==> config.mk <==
export PLATFORM = sky130hd
export DESIGN_NAME = phase_unwrap_delay_estimator_top
export DESIGN_NICKNAME = d
export VERILOG_FILES = /design/src/pude_pkg.sv /design/src/pude_cordic.sv /design/src/pude_fit.sv /design/src/phase_unwrap_delay_estimator_top.sv
export SDC_FILE = /design/constraint.sdc
export NUM_CORES = 2
export LEC_CHECK = 0
export BUFFER_PORTS_ARGS = -buffer_cell sky130_fd_sc_hd__buf_2
export CAP_MARGIN = 25
export CORE_ASPECT_RATIO = 1.5
export CORE_MARGIN = 3
export CORE_UTILIZATION = 65
export DETAILED_ROUTE_END_ITERATION = 12
export PLACE_DENSITY_LB_ADDON = 0.1
export SYNTH_ARGS = -nofsm -noshare
export SYNTH_HDL_FRONTEND = slang
export SYNTH_SLANG_ARGS = --single-unit
==> constraint.sdc <==
create_clock -name clk_i -period 30.6 [get_ports clk_i]
set_input_delay 6.12 -clock clk_i [delete_from_list [all_inputs] [get_ports clk_i]]
set_output_delay 6.12 -clock clk_i [all_outputs]
set_load 0.005 [all_outputs]
==> src/pude_pkg.sv <==
package pude_pkg;

  localparam int PHASE_FRAC_BITS_DEF = 16;
  localparam int CORDIC_STEPS_DEF    = 16;
  localparam int ATAN_TAB_LEN        = 24;

  localparam int BIN_W    = 13;
  localparam int FFT_W    = 14;
  localparam int SAMP_W   = 24;
  localparam int DELAY_W  = 32;
  localparam int UNW_W    = 32;
  localparam int SIDX_W   = 26;
  localparam int SSQ_W    = 38;
  localparam int SPH_W    = 44;
  localparam int SIP_W    = 58;
  localparam int MUL_B_W  = 26;
  localparam int FIT_W    = 96;
  localparam int DM_W     = 64;

  typedef enum logic [1:0] {
    REG_BAND_LOW  = 2'd0,
    REG_BAND_HIGH = 2'd1,
    REG_MIN_BINS  = 2'd2,
    REG_FFT_LEN   = 2'd3
  } cfg_reg_e;

  typedef enum logic [2:0] {
    ST_IDLE,
    ST_CORDIC,
    ST_UNWRAP,
    ST_MAC,
    ST_FIT,
    ST_OUT
  } top_state_e;

  typedef enum logic [2:0] {
    F_IDLE,
    F_MUL1,
    F_MUL2,
    F_MUL3,
    F_MUL4,
    F_MUL5,
    F_DIV,
    F_DONE
  } fit_state_e;

  typedef struct packed {
    logic [DELAY_W-1:0] delay;
    logic               valid;
  } fit_res_t;

  // atan(2^-i) in turns, scaled by 2^32
  function automatic logic [31:0] atan_turns(input logic [4:0] idx);
    logic [31:0] r;
    case (idx)
      5'd0:    r = 32'h20000000;
      5'd1:    r = 32'h12E4051E;
      5'd2:    r = 32'h09FB385B;
      5'd3:    r = 32'h051111D4;
      5'd4:    r = 32'h028B0D43;
      5'd5:    r = 32'h0145D7E1;
      5'd6:    r = 32'h00A2F61E;
      5'd7:    r = 32'h00517C55;
      5'd8:    r = 32'h0028BE53;
      5'd9:    r = 32'h00145F2F;
      5'd10:   r = 32'h000A2F98;
      5'd11:   r = 32'h000517CC;
      5'd12:   r = 32'h00028BE6;
      5'd13:   r = 32'h000145F3;
      5'd14:   r = 32'h0000A2FA;
      5'd15:   r = 32'h0000517D;
      5'd16:   r = 32'h000028BE;
      5'd17:   r = 32'h0000145F;
      5'd18:   r = 32'h00000A30;
      5'd19:   r = 32'h00000518;
      5'd20:   r = 32'h0000028C;
      5'd21:   r = 32'h00000146;
      5'd22:   r = 32'h000000A3;
      5'd23:   r = 32'h00000051;
      default: r = 32'h0;
    endcase
    return r;
  endfunction

endpackage

==> src/pude_cordic.sv <==
module pude_cordic import pude_pkg::*; #(
  parameter int PHASE_FRAC_BITS = PHASE_FRAC_BITS_DEF,
  parameter int CORDIC_STEPS    = CORDIC_STEPS_DEF
) (
  input  logic                        clk_i,
  input  logic                        rst_ni,
  input  logic                        start_i,
  input  logic signed [SAMP_W-1:0]    re_i,
  input  logic signed [SAMP_W-1:0]    im_i,
  output logic                        done_o,
  output logic signed [PHASE_FRAC_BITS:0] phase_o
);

  localparam int NSTEP = (CORDIC_STEPS < ATAN_TAB_LEN) ? CORDIC_STEPS : ATAN_TAB_LEN;
  localparam int CW    = $clog2(NSTEP);
  localparam int XW    = SAMP_W + 4;
  localparam int ZW    = PHASE_FRAC_BITS + 3;
  localparam logic signed [ZW-1:0] HALF = {{(ZW-1){1'b0}}, 1'b1} << (PHASE_FRAC_BITS - 1);
  localparam logic [CW-1:0] LAST_STEP = CW'(NSTEP - 1);

  logic                 busy_q, busy_d, done_q, done_d, zero_q, zero_d;
  logic [CW-1:0]        cnt_q, cnt_d;
  logic signed [XW-1:0] x_q, x_d, y_q, y_d, dx, dy, re_x, im_x;
  logic signed [ZW-1:0] z_q, z_d, ang;
  logic [32:0]          rnd;

  assign rnd  = {1'b0, atan_turns(5'(cnt_q))} + (33'd1 << (31 - PHASE_FRAC_BITS));
  assign ang  = ZW'(rnd >> (32 - PHASE_FRAC_BITS));
  assign dx   = y_q >>> cnt_q;
  assign dy   = x_q >>> cnt_q;
  assign re_x = XW'(re_i);
  assign im_x = XW'(im_i);

  always_comb begin
    busy_d = busy_q;
    done_d = 1'b0;
    zero_d = zero_q;
    cnt_d  = cnt_q;
    x_d    = x_q;
    y_d    = y_q;
    z_d    = z_q;
    if (start_i) begin
      busy_d = 1'b1;
      cnt_d  = '0;
      zero_d = (re_i == '0) && (im_i == '0);
      // left half plane: pre-rotate by half a turn
      if (re_i < 0) begin
        z_d = (im_i >= 0) ? HALF : -HALF;
        x_d = -re_x;
        y_d = -im_x;
      end else begin
        z_d = '0;
        x_d = re_x;
        y_d = im_x;
      end
    end else if (busy_q) begin
      if (y_q >= 0) begin
        x_d = x_q + dx;
        y_d = y_q - dy;
        z_d = z_q + ang;
      end else begin
        x_d = x_q - dx;
        y_d = y_q + dy;
        z_d = z_q - ang;
      end
      cnt_d = cnt_q + 1'b1;
      if (cnt_q == LAST_STEP) begin
        busy_d = 1'b0;
        done_d = 1'b1;
      end
    end
  end

  always_ff @(posedge clk_i or negedge rst_ni) begin
    if (!rst_ni) begin
      busy_q <= 1'b0;
      done_q <= 1'b0;
      cnt_q  <= '0;
    end else begin
      busy_q <= busy_d;
      done_q <= done_d;
      cnt_q  <= cnt_d;
    end
  end

  always_ff @(posedge clk_i) begin
    zero_q <= zero_d;
    x_q    <= x_d;
    y_q    <= y_d;
    z_q    <= z_d;
  end

  assign done_o  = done_q;
  assign phase_o = zero_q ? '0 : z_q[PHASE_FRAC_BITS:0];

endmodule

==> src/pude_fit.sv <==
module pude_fit import pude_pkg::*; #(
  parameter int PHASE_FRAC_BITS = PHASE_FRAC_BITS_DEF
) (
  input  logic              clk_i,
  input  logic              rst_ni,
  input  logic              start_i,
  input  logic [BIN_W-1:0]  n_i,
  input  logic [SIDX_W-1:0] sx_i,
  input  logic [SSQ_W-1:0]  sxx_i,
  input  logic [SPH_W-1:0]  sy_i,
  input  logic [SIP_W-1:0]  sxy_i,
  input  logic [BIN_W-1:0]  min_bins_i,
  input  logic [FFT_W-1:0]  fft_len_i,
  output logic              done_o,
  output fit_res_t          res_o
);

  localparam int DS = (PHASE_FRAC_BITS > 16) ? PHASE_FRAC_BITS - 16 : 0;
  localparam int NS = (PHASE_FRAC_BITS < 16) ? 16 - PHASE_FRAC_BITS : 0;
  localparam logic [6:0] MUL_LAST = 7'(MUL_B_W - 1);
  localparam logic [6:0] DIV_LAST = 7'(FIT_W - 1);

  fit_state_e state_q, state_d;
  logic signed [FIT_W-1:0] acc_q, acc_d, a_op, den_q, den_d, diff;
  logic [FIT_W-1:0]        t_q, t_d, absden;
  logic [MUL_B_W-1:0]      b_op;
  logic [6:0]              cnt_q, cnt_d;
  logic [DM_W-1:0]         dm_q, dm_d, rem_q, rem_d;
  logic [DM_W:0]           rem2;
  logic                    neg_q, neg_d, ge, bbit, cnt_end;
  fit_res_t                res_q, res_d;

  // operand select for the serial multiplier
  always_comb begin
    case (state_q)
      F_MUL1: begin
        a_op = $signed(FIT_W'(sxx_i));
        b_op = MUL_B_W'(n_i);
      end
      F_MUL2: begin
        a_op = $signed(FIT_W'(sx_i));
        b_op = sx_i;
      end
      F_MUL3: begin
        a_op = FIT_W'($signed(sxy_i));
        b_op = MUL_B_W'(n_i);
      end
      F_MUL4: begin
        a_op = FIT_W'($signed(sy_i));
        b_op = sx_i;
      end
      F_MUL5: begin
        a_op = $signed(t_q);
        b_op = MUL_B_W'(fft_len_i);
      end
      default: begin
        a_op = '0;
        b_op = '0;
      end
    endcase
  end

  assign bbit    = b_op[5'(MUL_B_W - 1) - cnt_q[4:0]];
  assign acc_d   = (acc_q <<< 1) + (bbit ? a_op : '0);
  assign diff    = $signed(t_q) - acc_d;
  assign absden  = den_q[FIT_W-1] ? FIT_W'(-den_q) : FIT_W'(den_q);
  assign rem2    = {rem_q, t_q[FIT_W-1]};
  assign ge      = rem2 >= {1'b0, dm_q};
  assign cnt_end = (state_q == F_DIV) ? (cnt_q == DIV_LAST) : (cnt_q == MUL_LAST);

  // next state
  always_comb begin
    state_d = state_q;
    case (state_q)
      F_IDLE: if (start_i) state_d = F_MUL1;
      F_MUL1: if (cnt_end) state_d = F_MUL2;
      F_MUL2: begin
        if (cnt_end) begin
          if ((n_i < min_bins_i) || ($signed(t_q) == acc_d)) state_d = F_DONE;
          else state_d = F_MUL3;
        end
      end
      F_MUL3: if (cnt_end) state_d = F_MUL4;
      F_MUL4: if (cnt_end) state_d = F_MUL5;
      F_MUL5: if (cnt_end) state_d = F_DIV;
      F_DIV:  if (cnt_end) state_d = F_DONE;
      F_DONE: state_d = F_IDLE;
      default: state_d = F_IDLE;
    endcase
  end

  // datapath
  always_comb begin
    cnt_d = cnt_q;
    t_d   = t_q;
    den_d = den_q;
    dm_d  = dm_q;
    rem_d = rem_q;
    neg_d = neg_q;
    res_d = res_q;
    case (state_q)
      F_IDLE: begin
        cnt_d = '0;
        // result stays put until the next fit starts
        if (start_i) res_d = '0;
      end
      F_MUL1, F_MUL2, F_MUL3, F_MUL4, F_MUL5: begin
        cnt_d = cnt_end ? '0 : cnt_q + 1'b1;
        if (cnt_end) begin
          case (state_q)
            F_MUL1, F_MUL3: t_d = FIT_W'(acc_d);
            F_MUL2: begin
              den_d = diff;
              dm_d  = DM_W'((diff[FIT_W-1] ? FIT_W'(-diff) : FIT_W'(diff)) << DS);
            end
            F_MUL4: begin
              neg_d = diff[FIT_W-1];
              t_d   = diff[FIT_W-1] ? FIT_W'(-diff) : FIT_W'(diff);
            end
            default: begin
              // rounding: add half the divisor before dividing
              t_d   = (FIT_W'(acc_d) << NS) + FIT_W'(dm_q >> 1);
              rem_d = '0;
            end
          endcase
        end
      end
      F_DIV: begin
        cnt_d = cnt_q + 1'b1;
        rem_d = ge ? DM_W'(rem2 - {1'b0, dm_q}) : rem2[DM_W-1:0];
        t_d   = {t_q[FIT_W-2:0], ge};
        if (cnt_end) begin
          res_d.valid = 1'b1;
          if (neg_q == den_q[FIT_W-1]) begin
            if ({t_q[FIT_W-2:0], ge} > FIT_W'(33'h080000000)) res_d.delay = 32'h80000000;
            else res_d.delay = 32'(-{t_q[FIT_W-2:0], ge});
          end else begin
            if ({t_q[FIT_W-2:0], ge} > FIT_W'(32'h7FFFFFFF)) res_d.delay = 32'h7FFFFFFF;
            else res_d.delay = {t_q[30:0], ge};
          end
        end
      end
      default: ;
    endcase
  end

  always_ff @(posedge clk_i or negedge rst_ni) begin
    if (!rst_ni) begin
      state_q <= F_IDLE;
      cnt_q   <= '0;
    end else begin
      state_q <= state_d;
      cnt_q   <= cnt_d;
    end
  end

  always_ff @(posedge clk_i) begin
    acc_q <= (state_q == F_IDLE || cnt_end) ? '0 : acc_d;
    t_q   <= t_d;
    den_q <= den_d;
    dm_q  <= dm_d;
    rem_q <= rem_d;
    neg_q <= neg_d;
    res_q <= res_d;
  end

  assign done_o = (state_q == F_DONE);
  assign res_o  = res_q;

  // absden kept for the divisor check below
  a_dm_match: assert property (@(posedge clk_i) disable iff (!rst_ni)
    (state_q == F_DIV) |-> (dm_q == DM_W'(absden << DS)))
    else $error("divisor does not match denominator");

endmodule

==> src/phase_unwrap_delay_estimator_top.sv <==
// Least-squares group delay estimator.
// Slave stream: one frequency-response bin per item, bin 0 first. tdata holds
// resp_re and resp_im, tuser the bin mask, tlast marks the last bin of a spectrum.
// Each bin goes through an iterative CORDIC atan2 (one rotation per cycle),
// phase unwrapping and a multiply-accumulate into the fit sums.
// tready stays low while a bin is being processed. On the last bin the fit
// unit runs up to five bit-serial multiplies and a restoring divide (too few
// bins or a zero denominator ends it early with fit_valid low), then one
// result item is placed in the output register: delay in Q16.16 samples,
// fit_valid in tuser and bins_used. No item is produced for other bins.
// The output register lets the next bin be taken while a result waits; if a
// new result is ready before the old one is taken, the block holds until the
// master side accepts. Configuration is written through cfg_we_i / cfg_idx_i /
// cfg_data_i; the user must write it only while idle, the block does not
// enforce this. Reset restores the default registers and clears all
// per-spectrum state.
module phase_unwrap_delay_estimator_top import pude_pkg::*; #(
  parameter int PHASE_FRAC_BITS = PHASE_FRAC_BITS_DEF,
  parameter int CORDIC_STEPS    = CORDIC_STEPS_DEF
) (
  input  logic        clk_i,
  input  logic        rst_ni,
  input  logic        s_axis_tvalid,
  output logic        s_axis_tready,
  input  logic [47:0] s_axis_tdata,   // resp_re, resp_im
  input  logic        s_axis_tuser,   // bin_mask
  input  logic        s_axis_tlast,   // last_bin
  output logic        m_axis_tvalid,
  input  logic        m_axis_tready,
  output logic [47:0] m_axis_tdata,   // delay_samples, bins_used, zero pad
  output logic        m_axis_tuser,   // fit_valid
  input  logic        cfg_we_i,
  input  logic [1:0]  cfg_idx_i,
  input  logic [13:0] cfg_data_i
);

  localparam int PW = PHASE_FRAC_BITS + 1;
  localparam logic signed [PW:0] HALF = {{PW{1'b0}}, 1'b1} << (PHASE_FRAC_BITS - 1);
  localparam logic [UNW_W-1:0]   TURN = {{(UNW_W-1){1'b0}}, 1'b1} << PHASE_FRAC_BITS;

  top_state_e state_q, state_d;

  logic [BIN_W-1:0]  band_low_q, band_high_q, min_bins_q;
  logic [FFT_W-1:0]  fft_len_q;

  logic signed [SAMP_W-1:0] re_q, im_q;
  logic              mask_q, last_q;

  logic [BIN_W-1:0]  bin_cnt_q, fit_cnt_q;
  logic [UNW_W-1:0]  unw_q, unw_d;
  logic signed [PW-1:0] prev_q, raw;
  logic              mid_q;
  logic [SIDX_W-1:0] sidx_q, kk_q;
  logic [SSQ_W-1:0]  ssq_q;
  logic [SPH_W-1:0]  sph_q;
  logic [SIP_W-1:0]  sip_q;
  logic signed [PW:0] delta;

  logic signed [UNW_W:0] mul_a;
  logic signed [BIN_W:0] mul_b;
  logic signed [UNW_W+BIN_W+1:0] prod;

  logic              in_acc, in_band, cordic_start, cordic_done, fit_start, fit_done;
  logic              start_q;
  logic              out_load, out_valid_q;
  logic [DELAY_W-1:0] out_delay_q;
  logic              out_fv_q;
  logic [BIN_W-1:0]  out_bins_q;
  fit_res_t          fit_res;

  assign in_acc  = s_axis_tvalid && s_axis_tready;
  assign in_band = mask_q && (bin_cnt_q >= band_low_q) && (bin_cnt_q <= band_high_q);

  pude_cordic #(
    .PHASE_FRAC_BITS(PHASE_FRAC_BITS),
    .CORDIC_STEPS   (CORDIC_STEPS)
  ) u_cordic (
    .clk_i  (clk_i),
    .rst_ni (rst_ni),
    .start_i(cordic_start),
    .re_i   (re_q),
    .im_i   (im_q),
    .done_o (cordic_done),
    .phase_o(raw)
  );

  pude_fit #(
    .PHASE_FRAC_BITS(PHASE_FRAC_BITS)
  ) u_fit (
    .clk_i     (clk_i),
    .rst_ni    (rst_ni),
    .start_i   (fit_start),
    .n_i       (fit_cnt_q),
    .sx_i      (sidx_q),
    .sxx_i     (ssq_q),
    .sy_i      (sph_q),
    .sxy_i     (sip_q),
    .min_bins_i(min_bins_q),
    .fft_len_i (fft_len_q),
    .done_o    (fit_done),
    .res_o     (fit_res)
  );

  // next state
  always_comb begin
    state_d = state_q;
    case (state_q)
      ST_IDLE:   if (in_acc) state_d = ST_CORDIC;
      ST_CORDIC: if (cordic_done) state_d = ST_UNWRAP;
      ST_UNWRAP: state_d = ST_MAC;
      ST_MAC:    state_d = last_q ? ST_FIT : ST_IDLE;
      ST_FIT:    if (fit_done) state_d = ST_OUT;
      ST_OUT:    if (!out_valid_q || m_axis_tready) state_d = ST_IDLE;
      default:   state_d = ST_IDLE;
    endcase
  end

  // control outputs
  always_comb begin
    s_axis_tready = (state_q == ST_IDLE);
    cordic_start  = start_q;
    fit_start     = (state_q == ST_MAC) && last_q;
    out_load      = (state_q == ST_OUT) && (!out_valid_q || m_axis_tready);
  end

  // shared multiplier: k*k in unwrap cycle, phase*k in mac cycle
  assign mul_a = (state_q == ST_UNWRAP) ? $signed({{(UNW_W-BIN_W+1){1'b0}}, bin_cnt_q})
                                        : $signed({unw_q[UNW_W-1], unw_q});
  assign mul_b = $signed({1'b0, bin_cnt_q});
  assign prod  = mul_a * mul_b;

  assign delta = $signed({raw[PW-1], raw}) - $signed({prev_q[PW-1], prev_q});

  always_comb begin
    if (!mid_q) begin
      unw_d = UNW_W'(raw);
    end else begin
      unw_d = unw_q + UNW_W'(delta);
      if (delta > HALF) unw_d = unw_d - TURN;
      else if (delta < -HALF) unw_d = unw_d + TURN;
    end
  end

  always_ff @(posedge clk_i or negedge rst_ni) begin
    if (!rst_ni) begin
      state_q     <= ST_IDLE;
      start_q     <= 1'b0;
      band_low_q  <= '0;
      band_high_q <= BIN_W'(4096);
      min_bins_q  <= BIN_W'(10);
      fft_len_q   <= FFT_W'(8192);
      bin_cnt_q   <= '0;
      fit_cnt_q   <= '0;
      unw_q       <= '0;
      prev_q      <= '0;
      mid_q       <= 1'b0;
      sidx_q      <= '0;
      ssq_q       <= '0;
      sph_q       <= '0;
      sip_q       <= '0;
      out_valid_q <= 1'b0;
    end else begin
      state_q <= state_d;
      // cordic starts the cycle after accept, once the item is registered
      start_q <= in_acc;
      if (cfg_we_i) begin
        case (cfg_reg_e'(cfg_idx_i))
          REG_BAND_LOW:  band_low_q  <= cfg_data_i[BIN_W-1:0];
          REG_BAND_HIGH: band_high_q <= cfg_data_i[BIN_W-1:0];
          REG_MIN_BINS:  min_bins_q  <= cfg_data_i[BIN_W-1:0];
          REG_FFT_LEN:   fft_len_q   <= cfg_data_i;
          default: ;
        endcase
      end
      if (state_q == ST_UNWRAP) begin
        unw_q  <= unw_d;
        prev_q <= raw;
        mid_q  <= 1'b1;
      end
      if (state_q == ST_MAC) begin
        if (in_band) begin
          sidx_q    <= sidx_q + SIDX_W'(bin_cnt_q);
          ssq_q     <= ssq_q + SSQ_W'(kk_q);
          sph_q     <= sph_q + SPH_W'($signed(unw_q));
          sip_q     <= sip_q + SIP_W'(prod);
          fit_cnt_q <= fit_cnt_q + 1'b1;
        end
        if (!last_q) bin_cnt_q <= bin_cnt_q + 1'b1;
      end
      if (out_load) out_valid_q <= 1'b1;
      else if (m_axis_tready) out_valid_q <= 1'b0;
      if (out_load) begin
        bin_cnt_q   <= '0;
        fit_cnt_q   <= '0;
        unw_q       <= '0;
        prev_q      <= '0;
        mid_q       <= 1'b0;
        sidx_q      <= '0;
        ssq_q       <= '0;
        sph_q       <= '0;
        sip_q       <= '0;
      end
    end
  end

  always_ff @(posedge clk_i) begin
    if (in_acc) begin
      re_q   <= $signed(s_axis_tdata[23:0]);
      im_q   <= $signed(s_axis_tdata[47:24]);
      mask_q <= s_axis_tuser;
      last_q <= s_axis_tlast;
    end
    if (state_q == ST_UNWRAP) kk_q <= prod[SIDX_W-1:0];
    if (out_load) begin
      out_delay_q <= fit_res.valid ? fit_res.delay : '0;
      out_fv_q    <= fit_res.valid;
      out_bins_q  <= fit_cnt_q;
    end
  end

  assign m_axis_tvalid = out_valid_q;
  assign m_axis_tdata  = {3'b000, out_bins_q, out_delay_q};
  assign m_axis_tuser  = out_fv_q;

  a_accept_starts: assert property (@(posedge clk_i) disable iff (!rst_ni)
    in_acc |=> (state_q == ST_CORDIC))
    else $error("accepted item did not start the cordic");

  a_cordic_done_state: assert property (@(posedge clk_i) disable iff (!rst_ni)
    cordic_done |-> (state_q == ST_CORDIC))
    else $error("cordic finished outside its state");

  a_fit_done_state: assert property (@(posedge clk_i) disable iff (!rst_ni)
    fit_done |-> (state_q == ST_FIT))
    else $error("fit finished outside its state");

  a_clear_after_result: assert property (@(posedge clk_i) disable iff (!rst_ni)
    out_load |=> (fit_cnt_q == '0) && (bin_cnt_q == '0) && !mid_q)
    else $error("spectrum state not cleared after result");

endmodule
==> run metrics <==
status=finished with violations; failing checks=slew limit; Die Wd=313 um; setup_tns=0 ns; PostCTS Resize Cnt=0; design area=97500 sq um; register area share after synthesis=0.256; port bufs=118; worst path buffer plus inverter count=5; flip-flop and latch area=23500 sq um; FP Rows=168; vias per std cell=6.81; slew margin rel.=-0.0270; filler cell count=10.9k; ys flop type=edfxtp_1; RSZ-0062 raised after global routing=false; crit path time final=15.09 ns; die area=146000 sq um; Yosys reg bits=866; die height=466 um; largest net degree at the start of global routing=138; Max Buffers Root-to-Sink=3; Post-DP Area=94000 sq um; DRC errors left=0; capturing element type of the critical path=register; initial antenna violation count=22; clock sink count=866; maxcap violations=0; vias post-DR=86.9k; synth warn=0; highest clock rate=66.3 MHz; first-pass GRT wire length=518000 um; number of global-route vias before repair=87.1k; Initial DRC Count=9396; clk slew on worst S/H paths=0.07 ns; global route total overflow=0; Routed WL=347000 um; Worst-Skew Late Latency=0.77 ns; worst-path fanout max=76; Antenna Nets Post-Route=0; Post-synth ARST share=0.365; io pins=122; Starting Density=0.655; part of the cycle the worst path needs=0.493; Worst Path Arrival=15.59 ns; Final WS setup=15.51 ns; setup violators final=0; GPL Wtd Cong=1.08; post-synthesis cell type count=137; CP max stage cell=a2111oi_1; Layout area overhead=6.28%; Setup Skew=0.0289 ns; Mapped Area=91700 sq um; HP Class=register to register; Critical Path RT=31.10 ns; Crit Path Class=register to register; layout cell share with drive strength beyond 1=0.0690; Final Max Slew Viols=2; Avg WL per Cell=27.2 um; Mapped Avg Cell Area=8.38 sq um; CP delay by family, top=compound AO/OA/AOI/OAI gates; Total GRT Usage=0.466; Post-synth EDFFs=455; Post-CTS Setup Repair Bufs=0; Critical Path Max Stage Delay=0.85 ns; CTS tree=built; CTS Buf Count=94; H-Tree Depth=3; Syn Inst Count=10.9k; post-detailed-placement half-perimeter wirelength=266000 um; Clock Tree Root=clkbuf_16; area occupied by multi-input gates=63300 sq um; NumNets Final=12.0k; worst slew pin tran=1.54 ns; Final Hold Violating Endpoints=0; startpoint types=register; dpl ws=15.97 ns; 1st-pass router iterations=8; Hold Buf Count CTS=0; core area=140000 sq um
-- synthesized netlist by cell type, drive strengths merged, types with 62 or more instances --
| cell | instances | area, sq um |
|---|---|---|
| nand2 | 1023 | 3840 |
| nor2 | 971 | 3650 |
| a21oi | 907 | 4590 |
| inv | 786 | 2950 |
| o21ai | 742 | 3720 |
| ha | 687 | 8600 |
| xnor2 | 570 | 5070 |
| edfxtp | 455 | 13700 |
| clkbuf | 449 | 1690 |
| fa | 395 | 7910 |
| nand3 | 340 | 1720 |
| xor2 | 323 | 2840 |
| dfrtp | 312 | 7810 |
| a21o | 262 | 1970 |
| and3 | 239 | 1500 |
| nor3 | 173 | 908 |
| and2 | 167 | 1050 |
| mux2i | 130 | 1300 |
| nand2b | 120 | 751 |
| o21bai | 110 | 830 |
| nor2b | 104 | 651 |
| buf | 100 | 434 |
| nand4 | 99 | 632 |
| dfxtp | 95 | 1900 |
| or3 | 93 | 587 |
| o22ai | 88 | 551 |
| a31oi | 83 | 519 |
| o31ai | 83 | 638 |
| o21a | 81 | 608 |
| a211oi | 78 | 601 |
| nor4 | 69 | 432 |
| maj3 | 62 | 629 |
-- cell usage in the layout, fill, tap and decap left out, types with 82 or more instances in the layout --
cell type,count
nor3_1,166
buf_2,118
o22ai_1,88
mux2i_1,130
dfrtp_1,305
o21bai_1,109
and3_1,238
a21oi_1,897
clkbuf_16,98
and2_1,162
inv_1,778
fa_1,395
nand4_1,97
xnor2_1,559
ha_1,687
dfxtp_1,95
nand3_1,336
or3_1,92
a21o_1,262
o21ai_0,706
nor2_1,964
buf_4,173
xor2_1,322
edfxtp_1,455
a31oi_1,82
nor2b_1,104
nand2b_1,120
nand2_1,1017
-- sequential cells by signal, summed over array words and instances, names as in the netlist, 17 cells and up --
| signal | count |
|---|---|
| u_fit.dm_q | 64 |
| prev_q | 17 |
| im_q | 24 |
| u_cordic.z_q | 17 |
| u_fit.acc_q | 95 |
| re_q | 24 |
| u_cordic.y_q | 28 |
| u_fit.rem_q | 64 |
| kk_q | 26 |
| sidx_q | 26 |
| u_fit.t_q | 96 |
| sip_q | 58 |
| sph_q | 44 |
| unw_q | 32 |
| ssq_q | 38 |
| u_fit.res_o | 33 |
| u_cordic.x_q | 28 |
| out_delay_q | 32 |
-- per-stage QoR --
| step | std cells | hold slack [ns] | util |
|---|---|---|---|
| 2_1_floorplan | 11000 | 0.446 | - |
| 3_3_place_gp | 12500 | 0.482 | 0.671 |
| 3_5_place_dp | 12600 | 0.495 | 0.672 |
| 4_1_cts | 12700 | 0.509 | 0.695 |
| 5_1_grt | 12800 | 0.525 | 0.696 |
| 6_report | 12800 | 0.507 | 0.696 |
-- layout make-up --
class	instances	share of cell area
Timing Repair Buffer	301	0.0212
Tap cell	1870	0.0240
Clock inverter	58	0.00666
Sequential cell	866	0.241
Multi-Input combinational cell	8747	0.650
Clock buffer	118	0.0265
Antenna cell	14	0.000359
Inverter	788	0.0304
-- worst register-to-register path, delay by kind of cell, from the launching register on --
family / cells / cell delay (ns)
xor+xnor: 3 / 1.27
buf+inv: 5 / 1.77
compound gates: 22 / 5.38
flops: 1 / 0.72
simple gates: 14 / 5.03
fa+ha+maj: 2 / 0.68
-- final timing paths --
kind / start / end / slack (ns) / cells after the start
min in group asynchronous: rst_ni / min_bins_q[6] / 5.34 / 1
worst min register to register: prev_q[10] / prev_q[10] / 0.51 / 2
worst max-delay path: u_fit.state_q[2] / u_fit.t_q[68] / 15.51 / 46
max in group asynchronous: rst_ni / ssq_q[6] / 22.63 / 5
worst min-delay path: prev_q[10] / prev_q[10] / 0.51 / 2
worst max register to register: u_fit.state_q[2] / u_fit.t_q[68] / 15.51 / 46
-- layer usage --
metal / vias up / part of all wire / wire length [um] / track usage
met4: 20 / 0.13 / 44500 / 0.482
met1: 41500 / 0.32 / 112000 / 0.483
met2: 5028 / 0.46 / 158000 / 0.753
met5: - / 0.00038 / 131 / 0
met3: 1890 / 0.093 / 32400 / 0.111
li1: 38500 / - / - / -
-- cells by family after synthesis --
group | synth area share
compound gates | 0.200
xor+xnor | 0.0880
fa+ha+maj | 0.187
buf+inv | 0.0554
flops | 0.256
mux | 0.0276
other cells | 0.0000409
simple gates | 0.186
Power is not shown: default switching activity piles up to over one toggle a cycle in this logic, so the estimate is an artifact.
